$ cat config.mk
export PLATFORM = sky130hd
export DESIGN_NAME = utf8_line_editor
export DESIGN_NICKNAME = d
export VERILOG_FILES = /design/src/design/ule_pkg.sv /design/src/design/ule_ram.sv /design/src/design/ule_seq.sv /design/src/design/utf8_line_editor.sv
export SDC_FILE = /design/constraint.sdc
export NUM_CORES = 1
export LEC_CHECK = 0
export CAP_MARGIN = 0
export CORE_UTILIZATION = 45
export CTS_BUF_LIST = sky130_fd_sc_hd__clkbuf_8 sky130_fd_sc_hd__clkbuf_16
export DETAILED_ROUTE_END_ITERATION = 8
export DONT_BUFFER_PORTS = 1
export GPL_TIMING_DRIVEN = 0
export SLEW_MARGIN = 5
export SYNTH_ARGS = -nofsm -noshare
export SYNTH_HDL_FRONTEND = slang
export SYNTH_SLANG_ARGS = --single-unit
$ cat constraint.sdc
create_clock -name clk_i -period 8.4 [get_ports clk_i]
set_clock_uncertainty 0.1 [all_clocks]
set_input_delay 0.84 -clock clk_i [delete_from_list [all_inputs] [get_ports clk_i]]
set_output_delay 0.84 -clock clk_i [all_outputs]
set_load 0.03 [all_outputs]
$ cat src/design/ule_pkg.sv
`timescale 1ns / 1ps
`default_nettype none

package ule_pkg;

  // Result kinds as they leave on tuser.
  localparam logic [1:0] KIND_ECHO = 2'd0;
  localparam logic [1:0] KIND_LINE = 2'd1;
  localparam logic [1:0] KIND_END  = 2'd2;

  localparam logic [7:0] CHAR_LF   = 8'h0A;
  localparam logic [7:0] CHAR_CR   = 8'h0D;
  localparam logic [7:0] CHAR_BS   = 8'h08;
  localparam logic [7:0] CHAR_DEL  = 8'h7F;
  localparam logic [7:0] CHAR_BEL  = 8'h07;
  localparam logic [7:0] CHAR_SP   = 8'h20;
  localparam logic [7:0] CONT_MASK = 8'hC0;
  localparam logic [7:0] CONT_CODE = 8'h80;

  typedef logic [3:0] step_t;

  // Class of the received byte, used by the dispatch jump.
  typedef enum logic [1:0] {
    CLS_OTHER = 2'd0,
    CLS_LF    = 2'd1,
    CLS_ERASE = 2'd2,
    CLS_PRINT = 2'd3
  } cls_e;

  // Source of an emitted result.
  typedef enum logic [2:0] {
    SRC_RAM  = 3'd0,
    SRC_BYTE = 3'd1,
    SRC_BEL  = 3'd2,
    SRC_BS   = 3'd3,
    SRC_SP   = 3'd4,
    SRC_END  = 3'd5
  } src_e;

  typedef enum logic [1:0] {
    CNT_HOLD = 2'd0,
    CNT_INC  = 2'd1,
    CNT_DEC  = 2'd2,
    CNT_CLR  = 2'd3
  } cnt_op_e;

  typedef enum logic [2:0] {
    IDX_HOLD   = 3'd0,
    IDX_CLR    = 3'd1,
    IDX_INC    = 3'd2,
    IDX_CNT_M1 = 3'd3,
    IDX_DEC    = 3'd4
  } idx_op_e;

  typedef enum logic [2:0] {
    COND_NEXT     = 3'd0,
    COND_ALWAYS   = 3'd1,
    COND_NOT_ACC  = 3'd2,
    COND_DISPATCH = 3'd3,
    COND_CNT_ZERO = 3'd4,
    COND_MORE     = 3'd5,
    COND_NOT_CONT = 3'd6,
    COND_FULL     = 3'd7
  } cond_e;

  // One control word of the program.
  typedef struct packed {
    logic    take;
    logic    emit;
    src_e    src;
    logic    last;
    cnt_op_e cnt_op;
    idx_op_e idx_op;
    logic    wr;
    cond_e   cond;
    step_t   target;
  } ctrl_t;

  // Status flags the datapath hands to the sequencer.
  typedef struct packed {
    logic stall;
    logic in_valid;
    cls_e cls;
    logic cnt_zero;
    logic more;
    logic cont;
    logic full;
  } flags_t;

endpackage

`default_nettype wire

$ cat src/design/ule_ram.sv
`timescale 1ns / 1ps
`default_nettype none

module ule_ram #(
  parameter int WIDTH = 8,
  parameter int DEPTH = 32
) (
  input  wire logic                     clk_i,
  input  wire logic                     wr_en_i,
  input  wire logic [$clog2(DEPTH)-1:0] wr_addr_i,
  input  wire logic [WIDTH-1:0]         wr_data_i,
  input  wire logic                     rd_en_i,
  input  wire logic [$clog2(DEPTH)-1:0] rd_addr_i,
  output logic      [WIDTH-1:0]         rd_data_o
);

  logic [WIDTH-1:0] mem_q [DEPTH];

  always_ff @(posedge clk_i) begin
    if (wr_en_i) begin
      mem_q[wr_addr_i] <= wr_data_i;
    end
    if (rd_en_i) begin
      rd_data_o <= mem_q[rd_addr_i];
    end
  end

endmodule

`default_nettype wire

$ cat src/design/ule_seq.sv
`timescale 1ns / 1ps
`default_nettype none

module ule_seq
  import ule_pkg::*;
(
  input  wire logic   clk_i,
  input  wire logic   rst_ni,
  input  wire flags_t flags_i,
  output ctrl_t       ctrl_o
);

  localparam step_t StWait  = 4'd0;
  localparam step_t StDisp  = 4'd1;
  localparam step_t StLf0   = 4'd2;
  localparam step_t StLf1   = 4'd3;
  localparam step_t StLfEnd = 4'd4;
  localparam step_t StEr0   = 4'd5;
  localparam step_t StEr1   = 4'd6;
  localparam step_t StEr2   = 4'd7;
  localparam step_t StEr3   = 4'd8;
  localparam step_t StEr4   = 4'd9;
  localparam step_t StEr5   = 4'd10;
  localparam step_t StBell  = 4'd11;
  localparam step_t StPr0   = 4'd12;
  localparam step_t StPr1   = 4'd13;

  function automatic ctrl_t prog(input step_t s);
    ctrl_t w;
    w = '0;
    unique case (s)
      StWait: begin
        w.take = 1'b1; w.cond = COND_NOT_ACC; w.target = StWait;
      end
      StDisp: begin
        w.cond = COND_DISPATCH;
      end
      StLf0: begin
        w.idx_op = IDX_CLR; w.cond = COND_CNT_ZERO; w.target = StLfEnd;
      end
      StLf1: begin
        w.emit = 1'b1; w.src = SRC_RAM; w.idx_op = IDX_INC;
        w.cond = COND_MORE; w.target = StLf1;
      end
      StLfEnd: begin
        w.emit = 1'b1; w.src = SRC_END; w.last = 1'b1; w.cnt_op = CNT_CLR;
        w.cond = COND_ALWAYS; w.target = StWait;
      end
      StEr0: begin
        w.cond = COND_CNT_ZERO; w.target = StBell;
      end
      StEr1: begin
        w.emit = 1'b1; w.src = SRC_BS;
      end
      StEr2: begin
        w.emit = 1'b1; w.src = SRC_SP;
      end
      StEr3: begin
        w.emit = 1'b1; w.src = SRC_BS; w.last = 1'b1;
        w.cnt_op = CNT_DEC; w.idx_op = IDX_CNT_M1;
      end
      StEr4: begin
        w.cond = COND_NOT_CONT; w.target = StWait;
      end
      StEr5: begin
        w.cnt_op = CNT_DEC; w.idx_op = IDX_DEC;
        w.cond = COND_ALWAYS; w.target = StEr4;
      end
      StBell: begin
        w.emit = 1'b1; w.src = SRC_BEL; w.last = 1'b1;
        w.cond = COND_ALWAYS; w.target = StWait;
      end
      StPr0: begin
        w.cond = COND_FULL; w.target = StBell;
      end
      StPr1: begin
        w.emit = 1'b1; w.src = SRC_BYTE; w.last = 1'b1; w.wr = 1'b1;
        w.cnt_op = CNT_INC; w.cond = COND_ALWAYS; w.target = StWait;
      end
      default: begin
        w.cond = COND_ALWAYS; w.target = StWait;
      end
    endcase
    return w;
  endfunction

  step_t upc_q, upc_d;
  step_t disp_tgt;
  logic  branch;

  assign ctrl_o = prog(upc_q);

  always_comb begin
    unique case (flags_i.cls)
      CLS_LF:    disp_tgt = StLf0;
      CLS_ERASE: disp_tgt = StEr0;
      CLS_PRINT: disp_tgt = StPr0;
      default:   disp_tgt = StWait;
    endcase
  end

  always_comb begin
    unique case (ctrl_o.cond)
      COND_NEXT:     branch = 1'b0;
      COND_ALWAYS:   branch = 1'b1;
      COND_NOT_ACC:  branch = ~flags_i.in_valid;
      COND_DISPATCH: branch = 1'b1;
      COND_CNT_ZERO: branch = flags_i.cnt_zero;
      COND_MORE:     branch = flags_i.more;
      COND_NOT_CONT: branch = ~flags_i.cont;
      COND_FULL:     branch = flags_i.full;
      default:       branch = 1'b0;
    endcase
  end

  always_comb begin
    if (flags_i.stall) begin
      upc_d = upc_q;
    end else if (branch) begin
      upc_d = (ctrl_o.cond == COND_DISPATCH) ? disp_tgt : ctrl_o.target;
    end else begin
      upc_d = upc_q + step_t'(1);
    end
  end

  always_ff @(posedge clk_i or negedge rst_ni) begin
    if (!rst_ni) begin
      upc_q <= StWait;
    end else begin
      upc_q <= upc_d;
    end
  end

endmodule

`default_nettype wire

$ cat src/design/utf8_line_editor.sv
`timescale 1ns / 1ps
`default_nettype none
// Terminal line editor with UTF-8 aware erase.
// The s_axis channel takes one received byte per item in tdata. The m_axis
// channel returns result items: tuser carries the kind (echo, line byte or
// line end), tdata carries the byte and the line length, and tlast marks the
// final result caused by one received byte. Control bytes other than line
// feed, carriage return, backspace and DEL produce no result at all.
// Items are handled one at a time by a small microprogram. A printable byte
// is echoed and stored, or rings the bell on a full line; an erase sends
// backspace, space, backspace and removes the last byte and the rest of its
// UTF-8 sequence, or rings the bell on an empty line; a line end walks the
// stored bytes, then sends the line end. The line walk reads one stored byte
// per cycle from the single-read line RAM while the receiver does not stall.
// A new byte is accepted only in the wait step of the program.
// Results sit in one output register; while the receiver holds tready low the
// program stalls on its next result step and nothing is lost. Reset empties
// the line and the output register and returns the program to its wait step;
// the line RAM itself is not cleared, since only written entries are read.
module utf8_line_editor
  import ule_pkg::*;
#(
  parameter int LINE_BUFFER_BYTES = 32
) (
  input  wire logic        clk_i,
  input  wire logic        rst_ni,
  input  wire logic        s_axis_tvalid,
  output logic             s_axis_tready,
  input  wire logic [7:0]  s_axis_tdata,   // [7:0] rx_byte
  output logic             m_axis_tvalid,
  input  wire logic        m_axis_tready,
  output logic      [15:0] m_axis_tdata,   // [7:0] out_byte, [12:8] line_length, zero pad
  output logic      [1:0]  m_axis_tuser,   // [1:0] kind
  output logic             m_axis_tlast    // last
);

  localparam int CntW = $clog2(LINE_BUFFER_BYTES);

  ctrl_t  ctrl;
  flags_t flags;

  logic [7:0]      byte_q;
  logic [CntW-1:0] cnt_q, cnt_d;
  logic [CntW-1:0] idx_q, idx_d;
  logic [7:0]      rd_data;
  logic            stall;
  logic            adv;
  logic            load_out;
  cls_e            cls;

  logic            out_valid_q, out_valid_d;
  logic [1:0]      out_kind_q;
  logic [7:0]      out_byte_q;
  logic [4:0]      out_len_q;
  logic            out_last_q;

  logic [1:0]      res_kind;
  logic [7:0]      res_byte;
  logic [4:0]      res_len;
  logic [CntW+4:0] cnt_ext;

  ule_seq u_seq (
    .clk_i  (clk_i),
    .rst_ni (rst_ni),
    .flags_i(flags),
    .ctrl_o (ctrl)
  );

  ule_ram #(
    .WIDTH(8),
    .DEPTH(LINE_BUFFER_BYTES)
  ) u_line_ram (
    .clk_i    (clk_i),
    .wr_en_i  (ctrl.wr & adv),
    .wr_addr_i(cnt_q),
    .wr_data_i(byte_q),
    .rd_en_i  (adv),
    .rd_addr_i(idx_d),
    .rd_data_o(rd_data)
  );

  // A result step waits while the output register is full and not being taken.
  assign stall         = ctrl.emit & out_valid_q & ~m_axis_tready;
  assign adv           = ~stall;
  assign load_out      = ctrl.emit & adv;
  assign s_axis_tready = ctrl.take;

  always_comb begin
    unique case (byte_q) inside
      CHAR_LF, CHAR_CR:   cls = CLS_LF;
      CHAR_BS, CHAR_DEL:  cls = CLS_ERASE;
      default:            cls = (byte_q >= CHAR_SP) ? CLS_PRINT : CLS_OTHER;
    endcase
  end

  assign flags.stall    = stall;
  assign flags.in_valid = s_axis_tvalid;
  assign flags.cls      = cls;
  assign flags.cnt_zero = (cnt_q == '0);
  assign flags.more     = (({1'b0, idx_q} + (CntW+1)'(1)) != {1'b0, cnt_q});
  // The erase walk goes on only while bytes remain and the byte just dropped
  // is a UTF-8 continuation byte.
  assign flags.cont     = (cnt_q != '0) && ((rd_data & CONT_MASK) == CONT_CODE);
  assign flags.full     = (cnt_q == CntW'(LINE_BUFFER_BYTES - 1));

  always_comb begin
    cnt_d = cnt_q;
    if (adv) begin
      unique case (ctrl.cnt_op)
        CNT_INC:  cnt_d = cnt_q + CntW'(1);
        CNT_DEC:  cnt_d = cnt_q - CntW'(1);
        CNT_CLR:  cnt_d = '0;
        default:  cnt_d = cnt_q;
      endcase
    end
  end

  // The RAM is read at the next index, so during the line and erase walks its
  // output shows the entry at the current one.
  always_comb begin
    idx_d = idx_q;
    if (adv) begin
      unique case (ctrl.idx_op)
        IDX_CLR:    idx_d = '0;
        IDX_INC:    idx_d = idx_q + CntW'(1);
        IDX_CNT_M1: idx_d = cnt_q - CntW'(1);
        IDX_DEC:    idx_d = idx_q - CntW'(1);
        default:    idx_d = idx_q;
      endcase
    end
  end

  assign cnt_ext = {5'b0, cnt_q};

  always_comb begin
    res_kind = KIND_ECHO;
    res_byte = '0;
    res_len  = '0;
    unique case (ctrl.src)
      SRC_RAM: begin
        res_kind = KIND_LINE;
        res_byte = rd_data;
      end
      SRC_BYTE: res_byte = byte_q;
      SRC_BEL:  res_byte = CHAR_BEL;
      SRC_BS:   res_byte = CHAR_BS;
      SRC_SP:   res_byte = CHAR_SP;
      SRC_END: begin
        res_kind = KIND_END;
        res_len  = cnt_ext[4:0];
      end
      default:  res_byte = '0;
    endcase
  end

  always_comb begin
    if (load_out) begin
      out_valid_d = 1'b1;
    end else if (m_axis_tready) begin
      out_valid_d = 1'b0;
    end else begin
      out_valid_d = out_valid_q;
    end
  end

  always_ff @(posedge clk_i or negedge rst_ni) begin
    if (!rst_ni) begin
      cnt_q       <= '0;
      idx_q       <= '0;
      out_valid_q <= 1'b0;
    end else begin
      cnt_q       <= cnt_d;
      idx_q       <= idx_d;
      out_valid_q <= out_valid_d;
    end
  end

  always_ff @(posedge clk_i) begin
    if (s_axis_tvalid && ctrl.take) begin
      byte_q <= s_axis_tdata;
    end
    if (load_out) begin
      out_kind_q <= res_kind;
      out_byte_q <= res_byte;
      out_len_q  <= res_len;
      out_last_q <= ctrl.last;
    end
  end

  assign m_axis_tvalid = out_valid_q;
  assign m_axis_tdata  = {3'b0, out_len_q, out_byte_q};
  assign m_axis_tuser  = out_kind_q;
  assign m_axis_tlast  = out_last_q;

endmodule

`default_nettype wire

Yosys cells after proc, flatten, opt, wreduce, memory -nomap -nowiden
Memories as Yosys holds them, arrays and structs flattened. A register that Yosys moved wholly into a read port is not among the register bits.
Index checks and enable logic that the tools add are counted.
W data, S select, Z words.

storage, ports and cells
  input bits = 12
  memories kept = 1
  register bits = 39
  bits in writable memories = 256
  logic and storage cells = 110
  output and inout port bits = 21

operators by class
  bitwise operators = 8
  $lt $le $gt $ge = 1
  reduce and logical (&&, ||, !) cells = 20
  eq/ne operators = 42
  add/sub/neg operators = 6
  muxes and demuxes = 23

memory list
  name              words  width  read ports  clocked after memory_dff  wr ports  line           RTL
  u_line_ram.mem_q  32     8      1           1                         1         ule_ram.sv:17  logic [WIDTH-1:0] mem_q [DEPTH];

operators by type and width
  operator               number
  $pmux W8 S5            1
  $eq A4 B4 Y1 const B   6
  $eq A8 B4 Y1 const B   3
  $pmux W4 S6            1
  $eq A3 B3 Y1 const B   7
  $pmux W3 S7            1
  $pmux W5 S4            1
  $eq A3 B2 Y1 const B   6
  $eq A4 B3 Y1 const B   4
  $pmux W4 S4            1
  $pmux W5 S3            1
  $reduce_or A2 Y1       7
  $pmux W3 S4            1
  $pmux W4 S3            1
  $add A5 B1 Y5 const B  2
  $eq A2 B2 Y1 const B   5
  $sub A5 B1 Y5 const B  2
  $eq A3 B1 Y1 const B   3
  $eq A4 B2 Y1 const B   2
  $eq A8 B7 Y1 const B   1
  $ge A8 B6 Y1 const B   1
  $mux W4                2
  $pmux W2 S2            2
  $mux W1                7
  23 further kinds       32

Longest topological paths before layout
Gate-level depths: netlist of run 1.

  word-level depth = 9
  mapped depth = 16

Modules after synthesis
A second synthesis of run 1 with hierarchy kept.

second synthesis, totals
  cell total of the unflattened synthesis = 731
  area, all modules = 13005.0 sq um

modules (own cells, without submodules)
  module            cells an instance  area an instance (sq um)  instances  sequential area each (sq um)
  ule_ram           417                10133.5                   1          7927.6
  utf8_line_editor  204                2097.0                    1          996.0
  ule_seq           110                774.5                     1          100.1

Worst setup path after synthesis of run 1
OpenSTA, ideal clock, no wires.

  path type = register -> register
  start point = reg u_seq.upc_q[0]
  end point = reg u_line_ram.rd_data_o[0] (read register of u_line_ram.mem_q), data pin
  stages on the path, launching flop included = 16
  path slack = 4945 ps
  setup time = 261 ps
  arrival time = 3094 ps
  path through = dfrtp_1 > inv_1 > ha_1 > buf_2 > nand4bb_1 > inv_1 > fa_1 > a21o_1 > a21oi_1 > xnor2_1 > mux2i_1 > a31o_2 > buf_2 > nand2_1 > o22ai_1 > nor3_2

on the way
  longest elaborated chain between the ends = 6
  elaborated cells on any way between the ends = 21
  classes of those cells = eq/ne (13); mux (4); bitwise (2); reduce/logical (2)

RTL lines
  element                                              line            RTL
  start, declared                                      ule_seq.sv:87   step_t upc_q, upc_d;
  start signal, assigned                               ule_seq.sv:128  upc_q <= StWait;
  start signal, assigned                               ule_seq.sv:130  upc_q <= upc_d;
  branches (longest 6 deep; another with $pmux W5 S4)  -
  end, declared                                        ule_ram.sv:14   output logic [WIDTH-1:0] rd_data_o

Parallel ways; which one is timed is not known.
A chain may end at the register's enable or synchronous reset.

Final worst setup path of run 1
  start point = reg u_seq.upc_q[0]
  end point = reg u_line_ram.rd_data_o[4] (read register of u_line_ram.mem_q), data pin

Same word-level chain as after synthesis.

==> results_dict.tcl, run 1 <==
set metrics [dict create \
    ctsLongestPathBuffers 3 \
    clock.fmax_mhz 219.5 \
    overflow 0 \
    pre_cts_slack_ps 4028 \
    die_w_um 182.4 \
    synth_top_area_cell "edfxtp_1" \
    hold_viol 0 \
    final_max_slew_viol_count 0 \
    area_growth_pct 13.13 \
    whs_ps 305.0 \
    initial_utilization_pct 46.07 \
    synth_cells 1256 \
    place_congestion 0.9172 \
    rr_worst_depth 15 \
    hold_buffers 1 \
    post_cts_buffers 0 \
    cts_resized 0 \
    power_per_cell_area_mw_per_mm2 373.5 \
    worstPathRequired_ps 8550 \
    firstDrtPassIters 5 \
    setup_violations 0 \
    p_clk_share_pct 24.3 \
    relSlewSlack_pct 39.17 \
    drv_cap 0 \
    wl_per_cell_um 22.70 \
    worstHoldPathType "input port to flop" \
    drc 0 \
    crit_path_max_incr_delay_ps 580 \
    synth_area_per_cell_um2 11.66 \
    htreeDepth 2 \
    switching_share_pct 41.05 \
    critPathLaunchType "flop" \
    drive_gt1_share_pct 9.036 \
    grt_pass1_wl_um 60060 \
    fill_cells 2688 \
    worstPathCellList "inv_1, ha_1, buf_2, nand4bb_1, inv_1, fa_1, o21ai_0, o21ai_1, mux2i_2, inv_4, buf_4, nor3_1, o211ai_1, o2111ai_1, nor3_2" \
    synth_area_leaders "edfxtp_1 59%, mux2i_1 7.0%, a21oi_1 4.3%" \
    setup-tns-final_ps 0 \
    power.switching_uw 2541 \
    outcome "complete, no violations" \
    final.period_utilization_pct 54.24 \
    avgViaCountPerCell 6.002 \
    core_mm2 0.03180 \
    io_pins 33 \
    leakagePower_uw 0.005542 \
    worstPathArrival_ps 4700 \
    synth_warnings 0 \
    grt_max_degree 36 \
    crit_type "flop to flop" \
    ys.flop_type "edfxtp_1" \
    fp.dieH_um 182.4 \
    power_uw 6190 \
    ff_latch_area_mm2 0.009024 \
    async_reset_ff_share_pct 4.950 \
    yosysTopAreaCellShare_pct 59.03 \
    finalNetCount 1332 \
    die_area_mm2 0.03328 \
    crit_path_max_fanout 10 \
    max-vdd-ir-drop_uv 149.2 \
    antenna_found_initial 0 \
    placementRows 65 \
    syn_area_mm2 0.01465 \
    fin_util_pct 52.12 \
    endpoint_kind "flop" \
    cts_tree "built" \
    rsz0062_at_grt "no" \
    internal_power_uw 3649 \
    yosysSeqAreaShare_pct 61.59 \
    synth_seq_cells 303 \
    grt_pass1_vias 10050 \
    drt-initial-drc-count 1164 \
    tightest_slew_ps 909.1 \
    synth_edf_count 288 \
    numCtsBuffers 35 \
    cp_common_cell "inv_1" \
    n_antenna_cell 0 \
    hpwl_um 27560 \
    cts_sinks 303 \
    multi_input_area_mm2 0.005110 \
    whs_path_depth 0 \
    io_buffers 0 \
    comb_power_share_pct 42.9 \
    vias 10580 \
    wl_um 40030 \
    clk_latency_ps 530 \
    clk_pin_slew_worst_paths_ps 60 \
    fin_ws_ps 3844 \
    ant_nets 0 \
    cts_root_buf "clkbuf_16" \
    grt_usage_pct 24.11 \
    worst_path_max_delay_cell "mux2i_2" \
    synth_cell_type_count 74 \
    fin_crit_ps 4556 \
    sequentialPowerShare_pct 32.8 \
]
==> final cells by class <==
| type | instances | area share (%) |
|---|---|---|
| Buffer | 94 | 2.801 |
| Clock buffer | 35 | 5.285 |
| Clock inverter | 25 | 1.570 |
| Inverter | 16 | 0.3775 |
| Multi-Input combinational cell | 845 | 30.83 |
| Sequential cell | 303 | 54.45 |
| Tap cell | 435 | 3.284 |
| Timing Repair Buffer | 10 | 1.404 |
==> cell families after synthesis <==
| group | share of synthesized area, % |
|---|---|
| XOR/XNOR | 0.7174 |
| AND/OR/NAND/NOR | 12.38 |
| adder cells (fa/ha/maj) | 1.332 |
| other | 0.02560 |
| AO/OA/AOI/OAI | 12.99 |
| flip-flops | 61.59 |
| buffers and inverters | 3.595 |
| multiplexers | 7.370 |
==> worst max-delay path: cells and delay by family (launching register included) <==
family / cells / cell delay, ps
compound gates: 4 / 660
fa+ha+maj: 2 / 640
buf+inv: 5 / 980
flops: 1 / 370
mux: 1 / 580
simple gates: 3 / 930
==> registers in the layout (all words and copies together) (netlist names), 2 cells and up, named ones only <==
register	cells
m_axis_tuser	2
cnt_q	5
u_seq.upc_q	4
out_len_q	5
idx_q	4
u_line_ram.mem_q	256
byte_q	8
u_line_ram.rd_data_o	8
out_byte_q	8
==> Yosys cell counts (5+ instances only) <==
library cell  number
a21oi_1          126
a22o_1             5
a31oi_1            9
buf_1             10
buf_2             19
buf_4             13
clkbuf_1          47
dfrtp_1           15
edfxtp_1         288
ha_1              14
inv_1             12
mux2i_1          102
nand2_1          144
nand3_1           77
nor2_1            55
nor3_1            69
nor3_2             8
o2111ai_1          8
o211ai_1          25
o21ai_0           72
o21ai_1           21
o22ai_1           20
xnor2_1            8
==> final timing paths <==
check / from / end / slack, ps
min reg2reg: u_seq.upc_q[1] / u_seq.upc_q[1] / 450
max: u_seq.upc_q[0] / u_line_ram.rd_data_o[4] / 3840
max in group asynchronous: rst_ni / idx_q[1] / 6950
max reg2reg: u_seq.upc_q[0] / u_line_ram.rd_data_o[4] / 3840
min: s_axis_tdata[3] / byte_q[3] / 300
min in group asynchronous: rst_ni / idx_q[2] / 740
==> power by group through the flow <==
stage	Clock, uW	Combinational [uW]	Sequential [uW]
final	1510	2650	2030
after global placement	0	2480	2110
after floorplan	0	1760	2040
after detailed placement	0	2580	2070
after global routing	1570	2850	2040
after CTS	1520	2600	2040
==> per-layer routing <==
metal / part of all wire (%) / wire length [um] / track usage (%) / up-vias
met4: 2.6 / 1033 / 7.697 / 0
li1: - / - / - / 4859
met1: 45 / 17910 / 34.64 / 5203
met3: 6.4 / 2566 / 3.353 / 63
met2: 46 / 18520 / 37.89 / 457
met5: 0 / 0 / 0 / -
==> stage by stage <==
stage	area, um^2	instances
2_1_floorplan	14660	1258
6_report	16570	1763
3_5_place_dp	15400	1701
5_1_grt	16570	1763
4_1_cts	16540	1762
3_3_place_gp	15200	1693
==> layout by cell type (no fill, tap or decap), drive strengths merged, types with 5 or more instances in the layout <==
master,n
o22ai,20
nor2,55
ha,14
edfxtp,288
buf,55
a21oi,126
nor3,77
xnor2,8
a22o,5
o2111ai,8
clkinv,18
inv,16
dfrtp,15
clkbuf,83
o21ai,93
mux2i,104
nand3,77
o211ai,25
a31oi,9
nand2,144
(Power assumes the default switching activity.)
==> inputs of run 2 (changes only) <==
Settings changed: ABC_AREA set to 1.
Clock period 8.4 ns to 4.3 ns, I/O delays scaled along.
==> run 2 against run 1 <==
Against the previous run:
- the run now ends with design-rule violations left
- maximum frequency is 17% higher
- routed wire length fell by 4.1%
- first-iteration DRC count increased by 1.6%
- non-clock buffer count decreased by 9
- flip-flop and latch count is the same
==> results_dict.tcl, run 2 <==
set metrics [dict create \
    multi_input_area_mm2 0.004095 \
    ys.flop_type "edfxtp_1" \
    fill_cells 2808 \
    synth_compound_area_share_pct 2.011 \
    layout_commonest_cell "nand3_1" \
    synth_cell_type_count 43 \
    synth_top_area_cell "edfxtp_1" \
    drt-initial-drc-count 1183 \
    n_antenna_cell 0 \
    grt_pass1_wl_um 58210 \
    die_area_mm2 0.03266 \
    rsz0062_at_grt "no" \
    async_reset_ff_share_pct 4.950 \
    worstHoldPathType "input port to asynchronous set/reset pin" \
    critPathLaunchType "flop" \
    outcome "finished with violations" \
    wl_per_cell_um 20.40 \
    place_congestion 0.9909 \
    muxShareOfSynthArea_pct 0 \
    drc 2 \
    clk_latency_ps 530 \
    avgViaCountPerCell 5.374 \
    synth_adder_area_share_pct 1.358 \
    clock.fmax_mhz 257.7 \
    tightest_slew_ps 1088 \
    relSlewSlack_pct 27.19 \
    final_max_slew_viol_count 0 \
    firstDrtPassIters 8 \
    die_w_um 180.7 \
    synth_edf_count 288 \
    ff_latch_area_mm2 0.009024 \
    drv_cap 0 \
    setup_violations 0 \
    synth.top_cells.by_count "303 x nand3_1, 288 x edfxtp_1, 244 x nand2_1" \
    crit_type "flop to flop" \
    hpwl_um 27620 \
    regToRegStartpoint "u_seq.upc_q[0]" \
    numCtsBuffers 34 \
    overflow 0 \
    final.period_utilization_pct 90.26 \
    reg2reg_to "u_line_ram.rd_data_o[4]" \
    worstPathRequired_ps 4440 \
    endpoint_kind "flop" \
    clk_pin_slew_worst_paths_ps 60 \
    rr_worst_depth 18 \
    synth_warnings 0 \
    cts_tree "built" \
    synth.most_common_cell "nand3_1" \
    reg2reg_slack_ps 420 \
    fin_ws_ps 418.8 \
    synth_area_leaders "edfxtp_1 60%, nand3_1 11%, nand2_1 6.4%" \
    synthSimpleGateAreaFrac_pct 24.38 \
    drive_gt1_share_pct 10.54 \
    cts_sinks 303 \
    pre_cts_slack_ps 501.5 \
    io_buffers 0 \
    antenna_found_initial 0 \
    grt_usage_pct 23.99 \
    synth_xor_area_share_pct 0.6703 \
    hold_viol 0 \
    ant_nets 0 \
    area_growth_pct 13.41 \
    setup-tns-final_ps 0 \
    grt_pass1_vias 9690 \
    yosysSeqAreaShare_pct 62.78 \
    io_pins 33 \
    largest-register "u_line_ram.mem_q" \
    initial_utilization_pct 45.66 \
    core_mm2 0.03147 \
    crit_path_max_fanout 10 \
    final_cell_mix "303 x nand3_1, 288 x edfxtp_1, 244 x nand2_1" \
    placementRows 65 \
    yosysTopAreaCellShare_pct 60.17 \
    largest_register_ffs 256 \
    synth_cells 1397 \
    failed_checks "design-rule violations" \
    synth_top_family_by_area "simple AND/OR/NAND/NOR gates" \
    grt_max_degree 22 \
    ctsLongestPathBuffers 3 \
    fin_crit_ps 3881 \
    synth_area_per_cell_um2 10.29 \
    cts_root_buf "clkbuf_16" \
    htreeDepth 2 \
    fp.dieH_um 180.7 \
    wl_um 38390 \
    worstPathArrival_ps 4020 \
    synth_seq_cells 303 \
    syn_area_mm2 0.01437 \
    vias 10110 \
    finalNetCount 1484 \
]
==> run 2: repair_timing <==
item | in CTS | in global routing
hold buffers | 10 | 0
setup buffers | 0 | 0
resized for setup | 0 | 0
endpoints found under the hold margin | 24 | 0
==> run 2: cells by family after synthesis <==
group	count (synthesis)
AOI/OAI and AO/OA	44
xor gates and xnor gates	11
adders and majority gates	15
buffers and inverters	297
DFF	303
other	1
and+or+nand+nor	726
==> run 2: area by class of cell <==
type | instances | area share, %
plain buffers | 73 | 2.564
well taps | 402 | 3.086
inverters | 224 | 5.174
multi-input cells | 799 | 25.12
flip-flops and latches | 303 | 55.36
clock inverters | 24 | 0.9826
clock buffers | 35 | 5.373
repair buffers | 22 | 2.334
==> run 2: layer usage <==
metal  routed length (um)  vias up  GRT usage, %
met2                17660      403         38.49
met5                    0        -             0
met4                 1542        0         9.778
met1                16620     4796         32.60
li1                     -     4818             -
met3                 2573       97         3.810
==> run 2: worst max path at each step <==
stage | start | end | slack, ps | cells after the start
floorplan | u_seq.upc_q[0] | u_line_ram.rd_data_o[1] | 1310 | 18
global placement | u_seq.upc_q[0] | u_line_ram.rd_data_o[1] | 530 | 18
detailed placement | u_seq.upc_q[0] | u_line_ram.rd_data_o[2] | 500 | 18
CTS | u_seq.upc_q[0] | u_line_ram.rd_data_o[2] | 470 | 18
global route | u_seq.upc_q[0] | u_line_ram.rd_data_o[7] | 250 | 18
finish | u_seq.upc_q[0] | u_line_ram.rd_data_o[4] | 420 | 18
==> run 2: per-stage QoR <==
stage | hold WS, ps | std cells | util (%) | cell area (um^2)
floorplan | 34.41 | 1399 | - | 14380
global placement | 34.83 | 1801 | 47.29 | 14880
detailed placement | 34.79 | 1813 | 48.18 | 15160
CTS | 375.9 | 1882 | 51.79 | 16300
global route | 395.0 | 1882 | 51.79 | 16300
finish | 377.2 | 1882 | 51.79 | 16300
==> run 2: worst max-delay path, cell delays in order, from the launching register on <==
cell	delay, ps
dfrtp_1	420
inv_1	110
ha_1	330
inv_1	110
nand4_1	240
inv_1	160
fa_1	390
or2_2	300
nand3_1	90
nand2_1	60
nor2_1	170
nor2_4	110
inv_2	100
buf_2	290
nand3_1	230
nand3_1	120
nand2_1	60
nand2_1	90
nand2_1	130
Power of run 2 is left out: the tool's default activity adds up to more than one toggle a clock period on the data nets, which glitch-free logic cannot reach.
